===== src/sv/bps_pkg.sv =====
// ----------------------------------------------------------------------------
// Buzzer pattern sequencer package
// Codes, field widths and reset values that the sequencer uses.
// ----------------------------------------------------------------------------
`default_nettype none

package bps_pkg;

    localparam int ACTION_W  = 2;
    localparam int PATTERN_W = 3;
    localparam int STEP_W    = 3;
    localparam int TICKS_W   = 16;
    localparam int CFG_IDX_W = 2;

    // Actions carried by an input transaction.
    localparam logic [ACTION_W-1:0] ACT_TICK = 2'd0;
    localparam logic [ACTION_W-1:0] ACT_PLAY = 2'd1;
    localparam logic [ACTION_W-1:0] ACT_STOP = 2'd2;

    // Pattern codes. Code seven is unused but is held like any other.
    localparam logic [PATTERN_W-1:0] PAT_OFF    = 3'd0;
    localparam logic [PATTERN_W-1:0] PAT_SHORT  = 3'd1;
    localparam logic [PATTERN_W-1:0] PAT_LONG   = 3'd2;
    localparam logic [PATTERN_W-1:0] PAT_DOUBLE = 3'd3;
    localparam logic [PATTERN_W-1:0] PAT_TRIPLE = 3'd4;
    localparam logic [PATTERN_W-1:0] PAT_CONT   = 3'd5;
    localparam logic [PATTERN_W-1:0] PAT_JOB    = 3'd6;

    // Configuration register indexes.
    localparam logic [CFG_IDX_W-1:0] CFG_ENABLE = 2'd0;
    localparam logic [CFG_IDX_W-1:0] CFG_SHORT  = 2'd1;
    localparam logic [CFG_IDX_W-1:0] CFG_LONG   = 2'd2;
    localparam logic [CFG_IDX_W-1:0] CFG_GAP    = 2'd3;

    localparam logic [TICKS_W-1:0] SHORT_TICKS_RST = 16'd100;
    localparam logic [TICKS_W-1:0] LONG_TICKS_RST  = 16'd500;
    localparam logic [TICKS_W-1:0] GAP_TICKS_RST   = 16'd200;
    localparam logic [TICKS_W-1:0] ELAPSED_MAX     = 16'hFFFF;

    localparam logic [STEP_W-1:0] TRIPLE_LAST_STEP = 3'd5;

    typedef struct packed {
        logic active;
        logic buzzer_on;
    } result_t;

endpackage

`default_nettype wire


===== src/sv/buzzer_pattern_sequencer_unit.sv =====
// ----------------------------------------------------------------------------
// Buzzer pattern sequencer
// Steps one buzzer output level through timed beep patterns.
// ----------------------------------------------------------------------------
// Each input transaction is a one-millisecond tick, a play request with a
// pattern, or a stop, and yields exactly one result transaction with the
// buzzer level and an active flag taken after the update. The block takes
// one transaction per clock while tready is high; its result is registered.
// The update is a single pass of compares against the configured durations,
// so the state registers close in the same cycle the transaction is accepted.
// A two-entry output buffer keeps input flowing while a result waits; tready
// drops only when both entries are full. The user must write configuration
// only while the block is idle; the block itself does not enforce this.
`default_nettype none

module buzzer_pattern_sequencer_unit
    import bps_pkg::*;
(
    input  wire logic                 clk,
    input  wire logic                 rst_n,
    // Configuration write port
    input  wire logic                 cfg_we,
    input  wire logic [CFG_IDX_W-1:0] cfg_index,
    input  wire logic [TICKS_W-1:0]   cfg_data,
    // Input stream
    input  wire logic                 s_axis_tvalid,
    output logic                      s_axis_tready,
    input  wire logic [ACTION_W-1:0]  s_axis_tuser,  // [1:0] action
    input  wire logic [7:0]           s_axis_tdata,  // [2:0] pattern
    // Result stream
    output logic                      m_axis_tvalid,
    input  wire logic                 m_axis_tready,
    output logic [7:0]                m_axis_tdata   // [0] buzzer_on, [1] active
);

    // Configuration registers
    logic               enable_reg;
    logic [TICKS_W-1:0] short_reg;
    logic [TICKS_W-1:0] long_reg;
    logic [TICKS_W-1:0] gap_reg;

    // Sequencer state
    logic [PATTERN_W-1:0] held_reg,    held_next;
    logic [STEP_W-1:0]    step_reg,    step_next;
    logic [TICKS_W-1:0]   elapsed_reg, elapsed_next;
    logic                 level_reg,   level_next;

    // Output buffer
    result_t head_reg;
    result_t skid_reg;
    logic    head_valid_reg;
    logic    skid_valid_reg;
    result_t result;

    logic                 accept;
    logic                 pop;
    logic [ACTION_W-1:0]  in_action;
    logic [PATTERN_W-1:0] in_pattern;
    logic [TICKS_W-1:0]   elapsed_inc;
    logic [STEP_W-1:0]    step_inc;

    assign in_action  = s_axis_tuser;
    assign in_pattern = s_axis_tdata[2:0];

    assign s_axis_tready = !skid_valid_reg;
    assign accept        = s_axis_tvalid && s_axis_tready;
    assign pop           = head_valid_reg && m_axis_tready;

    assign m_axis_tvalid = head_valid_reg;
    assign m_axis_tdata  = {6'd0, head_reg.active, head_reg.buzzer_on};

    always_ff @(posedge clk or negedge rst_n)
    begin
        if (!rst_n)
        begin
            enable_reg <= 1'b1;
            short_reg  <= SHORT_TICKS_RST;
            long_reg   <= LONG_TICKS_RST;
            gap_reg    <= GAP_TICKS_RST;
        end
        else if (cfg_we)
        begin
            unique case (cfg_index)
                CFG_ENABLE: enable_reg <= cfg_data[0];
                CFG_SHORT:  short_reg  <= cfg_data;
                CFG_LONG:   long_reg   <= cfg_data;
                CFG_GAP:    gap_reg    <= cfg_data;
                default:    enable_reg <= enable_reg;
            endcase
        end
    end

    always_comb
    begin
        held_next    = held_reg;
        step_next    = step_reg;
        elapsed_next = elapsed_reg;
        level_next   = level_reg;
        elapsed_inc  = (elapsed_reg == ELAPSED_MAX) ? elapsed_reg : elapsed_reg + 16'd1;
        step_inc     = step_reg + 3'd1;

        case (in_action)
            ACT_TICK:
            begin
                if (enable_reg && held_reg != PAT_OFF)
                begin
                    elapsed_next = elapsed_inc;
                    case (held_reg)
                        PAT_SHORT:
                        begin
                            if (elapsed_inc >= short_reg)
                            begin
                                held_next  = PAT_OFF;
                                level_next = 1'b0;
                            end
                        end
                        PAT_LONG:
                        begin
                            if (elapsed_inc >= long_reg)
                            begin
                                held_next  = PAT_OFF;
                                level_next = 1'b0;
                            end
                        end
                        PAT_DOUBLE:
                        begin
                            if (step_reg == 3'd0 && elapsed_inc >= short_reg)
                            begin
                                level_next   = 1'b0;
                                step_next    = step_inc;
                                elapsed_next = '0;
                            end
                            else if (step_reg == 3'd1 && elapsed_inc >= gap_reg)
                            begin
                                level_next   = 1'b1;
                                step_next    = step_inc;
                                elapsed_next = '0;
                            end
                            else if (step_reg == 3'd2 && elapsed_inc >= short_reg)
                            begin
                                held_next  = PAT_OFF;
                                level_next = 1'b0;
                            end
                        end
                        PAT_TRIPLE:
                        begin
                            // Even steps sound, odd steps are the gaps.
                            if (!step_reg[0])
                            begin
                                if (elapsed_inc >= short_reg)
                                begin
                                    level_next   = 1'b0;
                                    step_next    = step_inc;
                                    elapsed_next = '0;
                                    if (step_inc >= TRIPLE_LAST_STEP)
                                        held_next = PAT_OFF;
                                end
                            end
                            else if (elapsed_inc >= gap_reg)
                            begin
                                level_next   = 1'b1;
                                step_next    = step_inc;
                                elapsed_next = '0;
                            end
                        end
                        PAT_JOB:
                        begin
                            if (step_reg == 3'd0 && elapsed_inc >= long_reg)
                            begin
                                level_next   = 1'b0;
                                step_next    = step_inc;
                                elapsed_next = '0;
                            end
                            else if ((step_reg == 3'd1 || step_reg == 3'd3)
                                     && elapsed_inc >= gap_reg)
                            begin
                                level_next   = 1'b1;
                                step_next    = step_inc;
                                elapsed_next = '0;
                            end
                            else if (step_reg == 3'd2 && elapsed_inc >= short_reg)
                            begin
                                level_next   = 1'b0;
                                step_next    = step_inc;
                                elapsed_next = '0;
                            end
                            else if (step_reg == 3'd4 && elapsed_inc >= short_reg)
                            begin
                                held_next  = PAT_OFF;
                                level_next = 1'b0;
                            end
                        end
                        default:
                        begin
                            // Continuous alarm and the unused code keep sounding.
                            level_next = level_reg;
                        end
                    endcase
                end
            end
            ACT_PLAY:
            begin
                if (enable_reg)
                begin
                    held_next    = in_pattern;
                    step_next    = '0;
                    elapsed_next = '0;
                    if (in_pattern != PAT_OFF)
                        level_next = 1'b1;
                end
            end
            ACT_STOP:
            begin
                held_next  = PAT_OFF;
                level_next = 1'b0;
            end
            default:
            begin
                held_next = held_reg;
            end
        endcase

        result.buzzer_on = level_next;
        result.active    = (held_next != PAT_OFF);
    end

    always_ff @(posedge clk or negedge rst_n)
    begin
        if (!rst_n)
        begin
            held_reg    <= PAT_OFF;
            step_reg    <= '0;
            elapsed_reg <= '0;
            level_reg   <= 1'b0;
        end
        else if (accept)
        begin
            held_reg    <= held_next;
            step_reg    <= step_next;
            elapsed_reg <= elapsed_next;
            level_reg   <= level_next;
        end
    end

    always_ff @(posedge clk or negedge rst_n)
    begin
        if (!rst_n)
        begin
            head_valid_reg <= 1'b0;
            skid_valid_reg <= 1'b0;
        end
        else if (!head_valid_reg || pop)
        begin
            if (skid_valid_reg)
            begin
                head_valid_reg <= 1'b1;
                skid_valid_reg <= accept;
            end
            else
            begin
                head_valid_reg <= accept;
            end
        end
        else if (accept)
        begin
            skid_valid_reg <= 1'b1;
        end
    end

    always_ff @(posedge clk)
    begin
        if (!head_valid_reg || pop)
        begin
            if (skid_valid_reg)
            begin
                head_reg <= skid_reg;
                skid_reg <= result;
            end
            else
            begin
                head_reg <= result;
            end
        end
        else if (accept)
        begin
            skid_reg <= result;
        end
    end

    // The skid entry is only ever filled behind a held head entry.
    a_skid_behind_head: assert property (@(posedge clk) disable iff (!rst_n)
        skid_valid_reg |-> head_valid_reg)
        else $error("skid entry valid without head entry");

    a_stop_silences: assert property (@(posedge clk) disable iff (!rst_n)
        accept && in_action == ACT_STOP |=> !level_reg && held_reg == PAT_OFF)
        else $error("stop did not silence the buzzer");

    a_state_holds_idle: assert property (@(posedge clk) disable iff (!rst_n)
        !accept |=> $stable(elapsed_reg) && $stable(held_reg) && $stable(level_reg))
        else $error("sequencer state moved without a transaction");

    a_off_is_silent_after_tick: assert property (@(posedge clk) disable iff (!rst_n)
        accept && in_action == ACT_TICK && held_reg == PAT_OFF
        |=> $stable(elapsed_reg) && $stable(step_reg))
        else $error("tick advanced an idle sequencer");

endmodule

`default_nettype wire

===== config.mk =====
export PLATFORM = sky130hd
export DESIGN_NAME = buzzer_pattern_sequencer_unit
export DESIGN_NICKNAME = d
export VERILOG_FILES = /design/src/sv/bps_pkg.sv /design/src/sv/buzzer_pattern_sequencer_unit.sv
export SDC_FILE = /design/constraint.sdc
export NUM_CORES = 1
export LEC_CHECK = 0
export ABC_AREA = 1
export BUFFER_PORTS_ARGS = -buffer_cell sky130_fd_sc_hd__buf_2
export CAP_MARGIN = 40
export CORE_AREA = 3 3 109 111
export DETAILED_ROUTE_END_ITERATION = 8
export DIE_AREA = 0 0 112 114
export GPL_TIMING_DRIVEN = 0
export MAX_ROUTING_LAYER = met4
export PLACE_DENSITY = 0.66
export SETUP_SLACK_MARGIN = 0.1
export SKIP_CTS_REPAIR_TIMING = 1
export SYNTH_ARGS = -nofsm -noshare
export SYNTH_HDL_FRONTEND = slang
export SYNTH_SLANG_ARGS = --single-unit

===== constraint.sdc =====
create_clock -name clk -period 5.17 [get_ports clk]
set_input_delay 1.2925 -clock clk [delete_from_list [all_inputs] [get_ports clk]]
set_output_delay 1.2925 -clock clk [all_outputs]
set_load 0.03 [all_outputs]

==> results of run 1 <==
==> power by group <==
group / leakage [nW] / total (mW) / switching (mW) / internal (mW)
Sequential: 0.960 / 0.809 / 0.0771 / 0.732
Combinational: 2.03 / 0.712 / 0.456 / 0.255
Clock: 0.120 / 0.531 / 0.220 / 0.311
Total: 3.11 / 2.05 / 0.753 / 1.30
==> metal layers <==
metal / GRT usage / routed length (um)
met1: 0.2766 / 5950
met2: 0.3309 / 5603
met3: 0.02493 / 446
met4: 0.06490 / 184
met5: - / 0
==> cells in the mapped netlist <==
| cell | count | area, um2 |
|---|---|---|
| a21boi_0 | 1 | 7.510 |
| a21boi_4 | 1 | 18.77 |
| a21o_1 | 2 | 15.01 |
| a21oi_1 | 37 | 185.2 |
| a31oi_1 | 2 | 12.51 |
| buf_4 | 6 | 45.04 |
| buf_6 | 1 | 11.26 |
| clkbuf_1 | 9 | 33.78 |
| clkinv_1 | 1 | 3.750 |
| clkinv_2 | 1 | 5.000 |
| conb_1 | 1 | 3.750 |
| dfrtp_1 | 61 | 1526 |
| dfstp_2 | 13 | 341.6 |
| edfxtp_1 | 4 | 120.1 |
| ha_1 | 54 | 675.7 |
| inv_1 | 118 | 442.9 |
| inv_2 | 7 | 26.28 |
| inv_4 | 1 | 6.260 |
| nand2_1 | 192 | 720.7 |
| nand2_2 | 3 | 18.77 |
| nand3_1 | 20 | 100.1 |
| nand3_2 | 1 | 10.01 |
| nand4_1 | 8 | 50.05 |
| nor2_1 | 38 | 142.6 |
| nor2_2 | 2 | 12.51 |
| nor2_8 | 1 | 20.02 |
| nor3_1 | 8 | 40.04 |
| nor4_1 | 1 | 6.260 |
| o2111ai_1 | 1 | 8.760 |
| o21a_1 | 3 | 22.52 |
| o21ai_0 | 77 | 385.4 |
| o21ai_1 | 9 | 45.04 |
| o21bai_1 | 1 | 7.510 |
| o22ai_1 | 1 | 6.260 |
| or4_1 | 1 | 7.510 |
| xnor2_1 | 1 | 8.760 |
| xor2_1 | 8 | 70.07 |
==> worst max-delay path: cells and delay by family, from the launching register on <==
| kind | cells | cell delay, ns |
|---|---|---|
| simple gates | 14 | 1.55 |
| buf+inv | 6 | 0.56 |
| compound gates | 5 | 0.68 |
| xor+xnor | 1 | 0.43 |
| flops | 1 | 0.40 |
| fa+ha+maj | 2 | 0.55 |
==> logic make-up (layout without fill, tap and decap cells) <==
kind of cell	count (synthesis)	in the layout	share of synthesized area
and+or+nand+nor	275	275	0.2186
buffers and inverters	144	192	0.1112
AOI/OAI and AO/OA	135	135	0.1384
DFF	78	78	0.3850
adders and majority gates	54	54	0.1308
xor gates and xnor gates	9	9	0.01527
other	1	6	0.0007262
==> layout make-up <==
cell class	count	area, um2	share of cell area
Tap cell	140	175.2	0.03032
Inverter	128	484.2	0.08382
Timing Repair Buffer	32	185.2	0.03206
Sequential cell	78	1988	0.3442
Clock inverter	3	65.06	0.01126
Buffer	16	90.09	0.01559
Clock buffer	13	168.9	0.02924
Multi-Input combinational cell	479	2620	0.4535
==> worst max path at each step <==
stage                     depth (start not counted)           start              end
after global placement                           28  elapsed_reg[1]   elapsed_reg[6]
final                                            28  elapsed_reg[1]  elapsed_reg[10]
after CTS                                        32  elapsed_reg[1]  elapsed_reg[10]
after global routing                             28  elapsed_reg[1]  m_axis_tdata[1]
after floorplan                                  28  elapsed_reg[1]  m_axis_tdata[1]
after detailed placement                         32  elapsed_reg[1]  elapsed_reg[14]
==> qor.csv, run 1 <==
metric,value,unit
syn avg cell area,7.419,um2
Ant. Diodes,0,
Worst R2R Start,elapsed_reg[1],
RSZ-0062 raised after global routing,no,
placed standard-cell area,5543,um2
Setup crit end kind,flop,
TNS Setup,0,ns
clk sink count,78,
first-pass GRT wire length,20730,um
total wire length,12180,um
fin util,0.5306,
TritonCTS Buffers,9,
largest stage delay on the critical path,0.43,ns
wire length per cell,13.71,um
CTS root buffer,clkbuf_8,
"Remaining Overflow, GRT",0,
power density cells,355.2,nW/um2
Setup CP Type,reg2reg,
DRC viols,0,
die footprint,12770,um2
fmax,0.2342,GHz
total number of H-tree levels,3,
Final setup viols,0,
Core ar.,10890,um2
Max Transition Viols Final,0,
RR Endpoint,elapsed_reg[10],
Detail Route Antenna Nets,0,
vias in the first global route,4416,
Worst Setup Start Kind,flop,
run status,completed,
Worst Hold Depth,2,
CP max stage cell,xor2_1,
"Cell Area, Synth",5164,um2
fin worst setup slack,0.8996,ns
register area share after synthesis,0.3850,
fillers,1066,
layout cells sized above 1,0.1121,
count of cell types in the netlist,37,
Clock Tree Buf Depth,2,
FP Rows,38,
number of port buffers,31,
"non-filler cells, final",889,
largest net degree at the start of global routing,64,
most frequent cells in the layout,"192 x nand2_1, 118 x inv_1, 77 x o21ai_0",
post-place setup slack,0.8674,ns
reg2reg path depth,28,
Final HPWL DP,9562,um
Yosys warnings,0,
Chip Height,114,um
GPL Wtd Cong,0.9159,
post-route minimum period,4.270,ns
Iter 0 DRT Violations,240,
total power,2.052,mW
initial antenna violation count,0,
Hold Path Sink,gap_reg[11],
Die W,112,um
GRT Overall Usage,0.2065,
"flops & latches, synth",78,
Initial DRT Pass Iterations,5,
Leak,3.107,nW
Final Hold Fails,0,
CTS tree,done,
worst-path fanout max,10,
Rel. slew slack,0.5550,
register-to-register setup slack,0.90,ns
worst skew pair latency,0.35,ns
IO Pins,43,
Worst Path Required,5.44,ns
Vias per Instance,5.013,
CP most frequent cell,nand2_1,
"most common cell after layout, fill and taps aside",nand2_1,
DP Cell Count,873,
"Clk pin slew, worst setup/hold paths",0.08,ns
Worst EP arrival,4.54,ns
Hold Crit Class,reg2reg,
Least-Margin Pin Slew,0.6605,ns
Initial Util,0.4743,
DR vias,4457,
nets@finish,831,
Mapped Cells,696,
hold_ws,0.4889,ns
period utilization,0.8260,
clk_skew,0.007784,ns
post-route cell area,5777,um2
worst IR drop on VDD,0.0001865,V
Synth-to-Final Area Change,11.87,%
worst hold start,gap_reg[11],
Max-Cap Viols,0,
No activity file was read; power rests on OpenSTA's default activity.
==> run 2, diff against run 1 <==
--- a/config.mk
+++ b/config.mk
@@ -13,7 +13,7 @@
 export DIE_AREA = 0 0 112 114
 export GPL_TIMING_DRIVEN = 0
 export MAX_ROUTING_LAYER = met4
-export PLACE_DENSITY = 0.66
+export PLACE_DENSITY = 0.69
 export SETUP_SLACK_MARGIN = 0.1
 export SKIP_CTS_REPAIR_TIMING = 1
 export SYNTH_ARGS = -nofsm -noshare
==> constraint.sdc (replaced) <==
create_clock -name clk -period 3.9 [get_ports clk]
set_input_delay 0.975 -clock clk [delete_from_list [all_inputs] [get_ports clk]]
set_output_delay 0.975 -clock clk [all_outputs]
set_load 0.03 [all_outputs]
==> run 2 against run 1 <==
- the flow now finishes with violations (negative setup slack)
- sequential share of layout area decreased by 2.9 points
- clock power increased by 39%
- via count increased by 7.4%
- global-route usage increased by 0.68 points
- die area unchanged
- clock skew increased by 0.0075 ns
- hold slack improved by 0.0013 ns
- sequential cell count unchanged
- fmax increased by 6.1%
- combinational power increased by 64%
- cell count increased by 2.5%
- non-clock buffer count increased by 21
- critical endpoint unchanged
- largest power group is now combinational logic
- highest routed layer unchanged
==> qor.csv, run 2 (same netlist as run 1, synthesis figures left out) <==
metric,value,unit
Max Transition Viols Final,0,
Hold Path Sink,gap_reg[1],
die footprint,12770,um2
post-route cell area,6299,um2
Hold Crit Class,reg2reg,
placed standard-cell area,5535,um2
"most common cell after layout, fill and taps aside",nand2_1,
CP max stage cell,dfrtp_1,
most frequent cells in the layout,"161 x nand2_1, 113 x inv_1, 63 x o21ai_0",
Core ar.,10890,um2
Worst EP arrival,4.27,ns
fmax,0.2485,GHz
clk_skew,0.01532,ns
DR vias,4787,
Rel. slew slack,0.5415,
power density cells,473.4,nW/um2
run status,"finished, violations left",
CTS tree,done,
DP Cell Count,873,
Detail Route Antenna Nets,0,
register area,1988,um2
largest net degree at the start of global routing,41,
GRT Overall Usage,0.2133,
Leak,3.317,nW
CTS root buffer,clkbuf_8,
"non-filler cells, final",911,
hold_ws,0.4901,ns
Ant. Diodes,0,
FP Rows,38,
Worst Setup Start Kind,flop,
Final Hold Fails,0,
Max-Cap Viols,0,
worst hold start,gap_reg[1],
Worst Path Required,4.15,ns
register-to-register setup slack,-0.12,ns
Final setup viols,14,
"Remaining Overflow, GRT",0,
Vias per Instance,5.255,
worst-path fanout max,5,
GPL Wtd Cong,0.9228,
Setup CP Type,reg2reg,
failing checks,negative setup slack,
Worst R2R Start,elapsed_reg[1],
vias in the first global route,4601,
IO Pins,43,
Setup crit end kind,flop,
"Clk pin slew, worst setup/hold paths",0.08,ns
layout cells sized above 1,0.2387,
largest stage delay on the critical path,0.42,ns
area of the multi-input gates,2962,um2
RR Endpoint,elapsed_reg[10],
nets@finish,853,
RSZ-0062 raised after global routing,yes,
fillers,999,
clk sink count,78,
Die W,112,um
TritonCTS Buffers,9,
Iter 0 DRT Violations,324,
DRC viols,0,
wire length per cell,14.87,um
Chip Height,114,um
initial antenna violation count,0,
Synth-to-Final Area Change,21.98,%
worst skew pair latency,0.37,ns
first-pass GRT wire length,21470,um
fin worst setup slack,-0.1248,ns
reg2reg path depth,30,
Initial DRT Pass Iterations,5,
Worst Hold Depth,2,
Least-Margin Pin Slew,0.6825,ns
Initial Util,0.4743,
total power,2.981,mW
post-route minimum period,4.025,ns
period utilization,1.032,
worst IR drop on VDD,0.0002208,V
Final HPWL DP,9721,um
post-place setup slack,-0.3934,ns
total number of H-tree levels,3,
number of port buffers,31,
total wire length,13550,um
CP most frequent cell,nand2_2,
Clock Tree Buf Depth,2,
## run 2: area by class of cell
| type | count | area share |
|---|---|---|
| Sequential cell | 78 | 0.3157 |
| Buffer | 16 | 0.01430 |
| Tap cell | 140 | 0.02781 |
| Timing Repair inverter | 1 | 0.001192 |
| Inverter | 128 | 0.07827 |
| Timing Repair Buffer | 53 | 0.05503 |
| Clock inverter | 6 | 0.01728 |
| Clock buffer | 10 | 0.02026 |
| Multi-Input combinational cell | 479 | 0.4702 |
## run 2: where the power goes
part / total, mW / internal [mW] / switching [mW]
sequential: 1.07 / 0.970 / 0.104
combinational: 1.17 / 0.431 / 0.737
clock: 0.740 / 0.426 / 0.314
## run 2: layer usage
layer / GRT usage / up-vias / wire length, um
met1: 0.2706 / 2270 / 5961
met3: 0.04138 / 32 / 660
met2: 0.3373 / 140 / 6610
met5: - / - / 0
met4: 0.08814 / 0 / 314
li1: - / 2345 / -
## run 2: how the worst max path moves through the flow
stage	startpoint	to	slack (ns)	cells after the start
5_1_grt	elapsed_reg[1]	elapsed_reg[10]	-0.28	30
4_1_cts	elapsed_reg[1]	elapsed_reg[15]	-0.42	28
2_1_floorplan	elapsed_reg[1]	m_axis_tdata[1]	0.59	28
3_5_place_dp	elapsed_reg[1]	elapsed_reg[10]	-0.39	28
6_report	elapsed_reg[1]	elapsed_reg[10]	-0.12	30
3_3_place_gp	elapsed_reg[1]	elapsed_reg[10]	-0.24	28
## run 2: metrics by stage
| step | utilization | setup TNS, ns |
|---|---|---|
| floorplan | - | 0 |
| global placement | 0.5063 | -3.029 |
| detailed placement | 0.5084 | -6.466 |
| CTS | 0.5301 | -7.443 |
| global route | 0.5785 | -3.958 |
| finish | 0.5785 | -1.156 |
## run 2: worst max-delay path, delay by kind of cell, from the launching register on
| family | cells | cell delay, ns |
|---|---|---|
| buf+inv | 8 | 0.66 |
| xor+xnor | 1 | 0.34 |
| simple gates | 16 | 1.69 |
| compound gates | 3 | 0.34 |
| flops | 1 | 0.42 |
| fa+ha+maj | 2 | 0.44 |
==> run 3, diff against run 2 <==
--- a/config.mk
+++ b/config.mk
@@ -8,12 +8,13 @@
 export ABC_AREA = 1
 export BUFFER_PORTS_ARGS = -buffer_cell sky130_fd_sc_hd__buf_2
 export CAP_MARGIN = 40
-export CORE_AREA = 3 3 109 111
+export CORE_AREA = 3 3 153 81
 export DETAILED_ROUTE_END_ITERATION = 8
-export DIE_AREA = 0 0 112 114
+export DIE_AREA = 0 0 156 84
 export GPL_TIMING_DRIVEN = 0
 export MAX_ROUTING_LAYER = met4
-export PLACE_DENSITY = 0.69
+export PLACE_DENSITY = 0.68
+export REMOVE_ABC_BUFFERS = 1
 export SETUP_SLACK_MARGIN = 0.1
 export SKIP_CTS_REPAIR_TIMING = 1
 export SYNTH_ARGS = -nofsm -noshare
==> run 3 against run 2 <==
- the run now ends clean
- highest routed layer unchanged
- clock skew down 0.0075 ns
- power is 0.32% lower
- cell count is 1.3% lower
- sequential share of layout area is 0.42 points higher
- largest cell class unchanged
- critical path type unchanged
- fmax up 7.2%
- sequential power about the same
==> qor.csv, run 3 (same netlist as run 1, synthesis figures left out) <==
metric,value,unit
area of the multi-input gates,2900,um2
total wire length,12160,um
period utilization,0.9629,
TNS Setup,0,ns
number of port buffers,31,
total number of H-tree levels,3,
RSZ-0062 raised after global routing,yes,
Core ar.,10980,um2
clk sink count,78,
reg2reg path depth,32,
TritonCTS Buffers,9,
die footprint,13100,um2
"non-filler cells, final",899,
Chip Height,84,um
largest net degree at the start of global routing,68,
Max-Cap Viols,0,
total power,2.972,mW
GRT Overall Usage,0.1905,
worst-path fanout max,4,
CP Launch Point,elapsed_reg[1],
vias in the first global route,4286,
GPL Wtd Cong,0.8943,
largest stage delay on the critical path,0.42,ns
run status,completed,
Hold Crit Class,in2async,
Iter 0 DRT Violations,207,
Least-Margin Pin Slew,0.6840,ns
fin worst setup slack,0.1448,ns
Max Transition Viols Final,0,
DR vias,4536,
Worst EP arrival,3.86,ns
Worst Setup Start Kind,flop,
Initial Util,0.4703,
Detail Route Antenna Nets,0,
clk_skew,0.007857,ns
switching share of power,0.3866,
internal power,1.823,mW
fmax,0.2663,GHz
fin util,0.5662,
clock power share,0.272,
CTS tree,done,
Die W,156,um
"Remaining Overflow, GRT",0,
Final Hold Fails,0,
post-route minimum period,3.755,ns
Initial DRT Pass Iterations,4,
Ant. Diodes,0,
Setup CP Type,reg2reg,
Vias per Instance,5.046,
fillers,1010,
worst skew pair latency,0.34,ns
CTS root buffer,clkbuf_16,
DRC viols,0,
Final HPWL DP,8756,um
share of power burned in registers,0.362,
IO Pins,43,
Leak,3.269,nW
worst IR drop on VDD,0.0002538,V
Synth-to-Final Area Change,20.38,%
"Clk pin slew, worst setup/hold paths",0.06,ns
nets@finish,836,
FP Rows,27,
Rel. slew slack,0.5427,
layout cells sized above 1,0.2109,
Final setup viols,0,
register area,1988,um2
CP max stage cell,dfrtp_1,
Worst Path Required,4.00,ns
power density cells,478.1,nW/um2
P_sw,1.149,mW
"most common cell after layout, fill and taps aside",nand2_1,
Setup crit end kind,flop,
post-route cell area,6216,um2
CP most frequent cell,nand2_1,
initial antenna violation count,0,
first-pass GRT wire length,19620,um
hold_ws,0.4530,ns
DP Cell Count,865,
Comb pwr share,0.366,
placed standard-cell area,5504,um2
Clock Tree Buf Depth,2,
Worst R2R Start,elapsed_reg[1],
wire length per cell,13.53,um
post-place setup slack,-0.2202,ns
most frequent cells in the layout,"167 x nand2_1, 114 x inv_1, 69 x o21ai_0",
[run 3: area by class of cell]
type | instances | share of cell area
Inverter | 128 | 0.07971
Tap cell | 145 | 0.02919
Timing Repair Buffer | 52 | 0.05757
Timing Repair inverter | 1 | 0.001006
Clock inverter | 5 | 0.007045
Clock buffer | 11 | 0.03905
Sequential cell | 78 | 0.3198
Multi-Input combinational cell | 479 | 0.4666
[run 3: critical path: cells and delay by family (launching register included)]
family / cells / cell delay (ns)
adder cells (fa/ha/maj): 2 / 0.46
AND/OR/NAND/NOR: 25 / 2.12
AO/OA/AOI/OAI: 1 / 0.22
flip-flops: 1 / 0.42
buffers and inverters: 4 / 0.27
[run 3: final timing paths]
kind / slack (ns) / endpoint
min reg2reg: 0.48 / long_reg[9]
max: 0.14 / m_axis_tdata[1]
max in group asynchronous: 2.85 / long_reg[7]
max reg2reg: 0.14 / m_axis_tdata[1]
min: 0.45 / skid_valid_reg
min in group clk: 0.48 / long_reg[9]
[run 3: power by group through the flow]
stage               registers, mW  logic, mW  clock network [mW]
floorplan                    1.07      0.677                   0
global placement             1.08      0.886                   0
detailed placement           1.08      0.922                   0
CTS                          1.07      0.929               0.828
global route                 1.09       1.24               0.868
finish                       1.07       1.09               0.809
[run 3: layer usage]
layer | GRT usage | up-vias | share of wire
met2 | 0.3027 | 78 | 0.47
met4 | 0.05529 | 0 | 0.013
met1 | 0.2464 | 2130 | 0.47
li1 | - | 2313 | -
met5 | - | - | 0
met3 | 0.04039 | 15 | 0.040
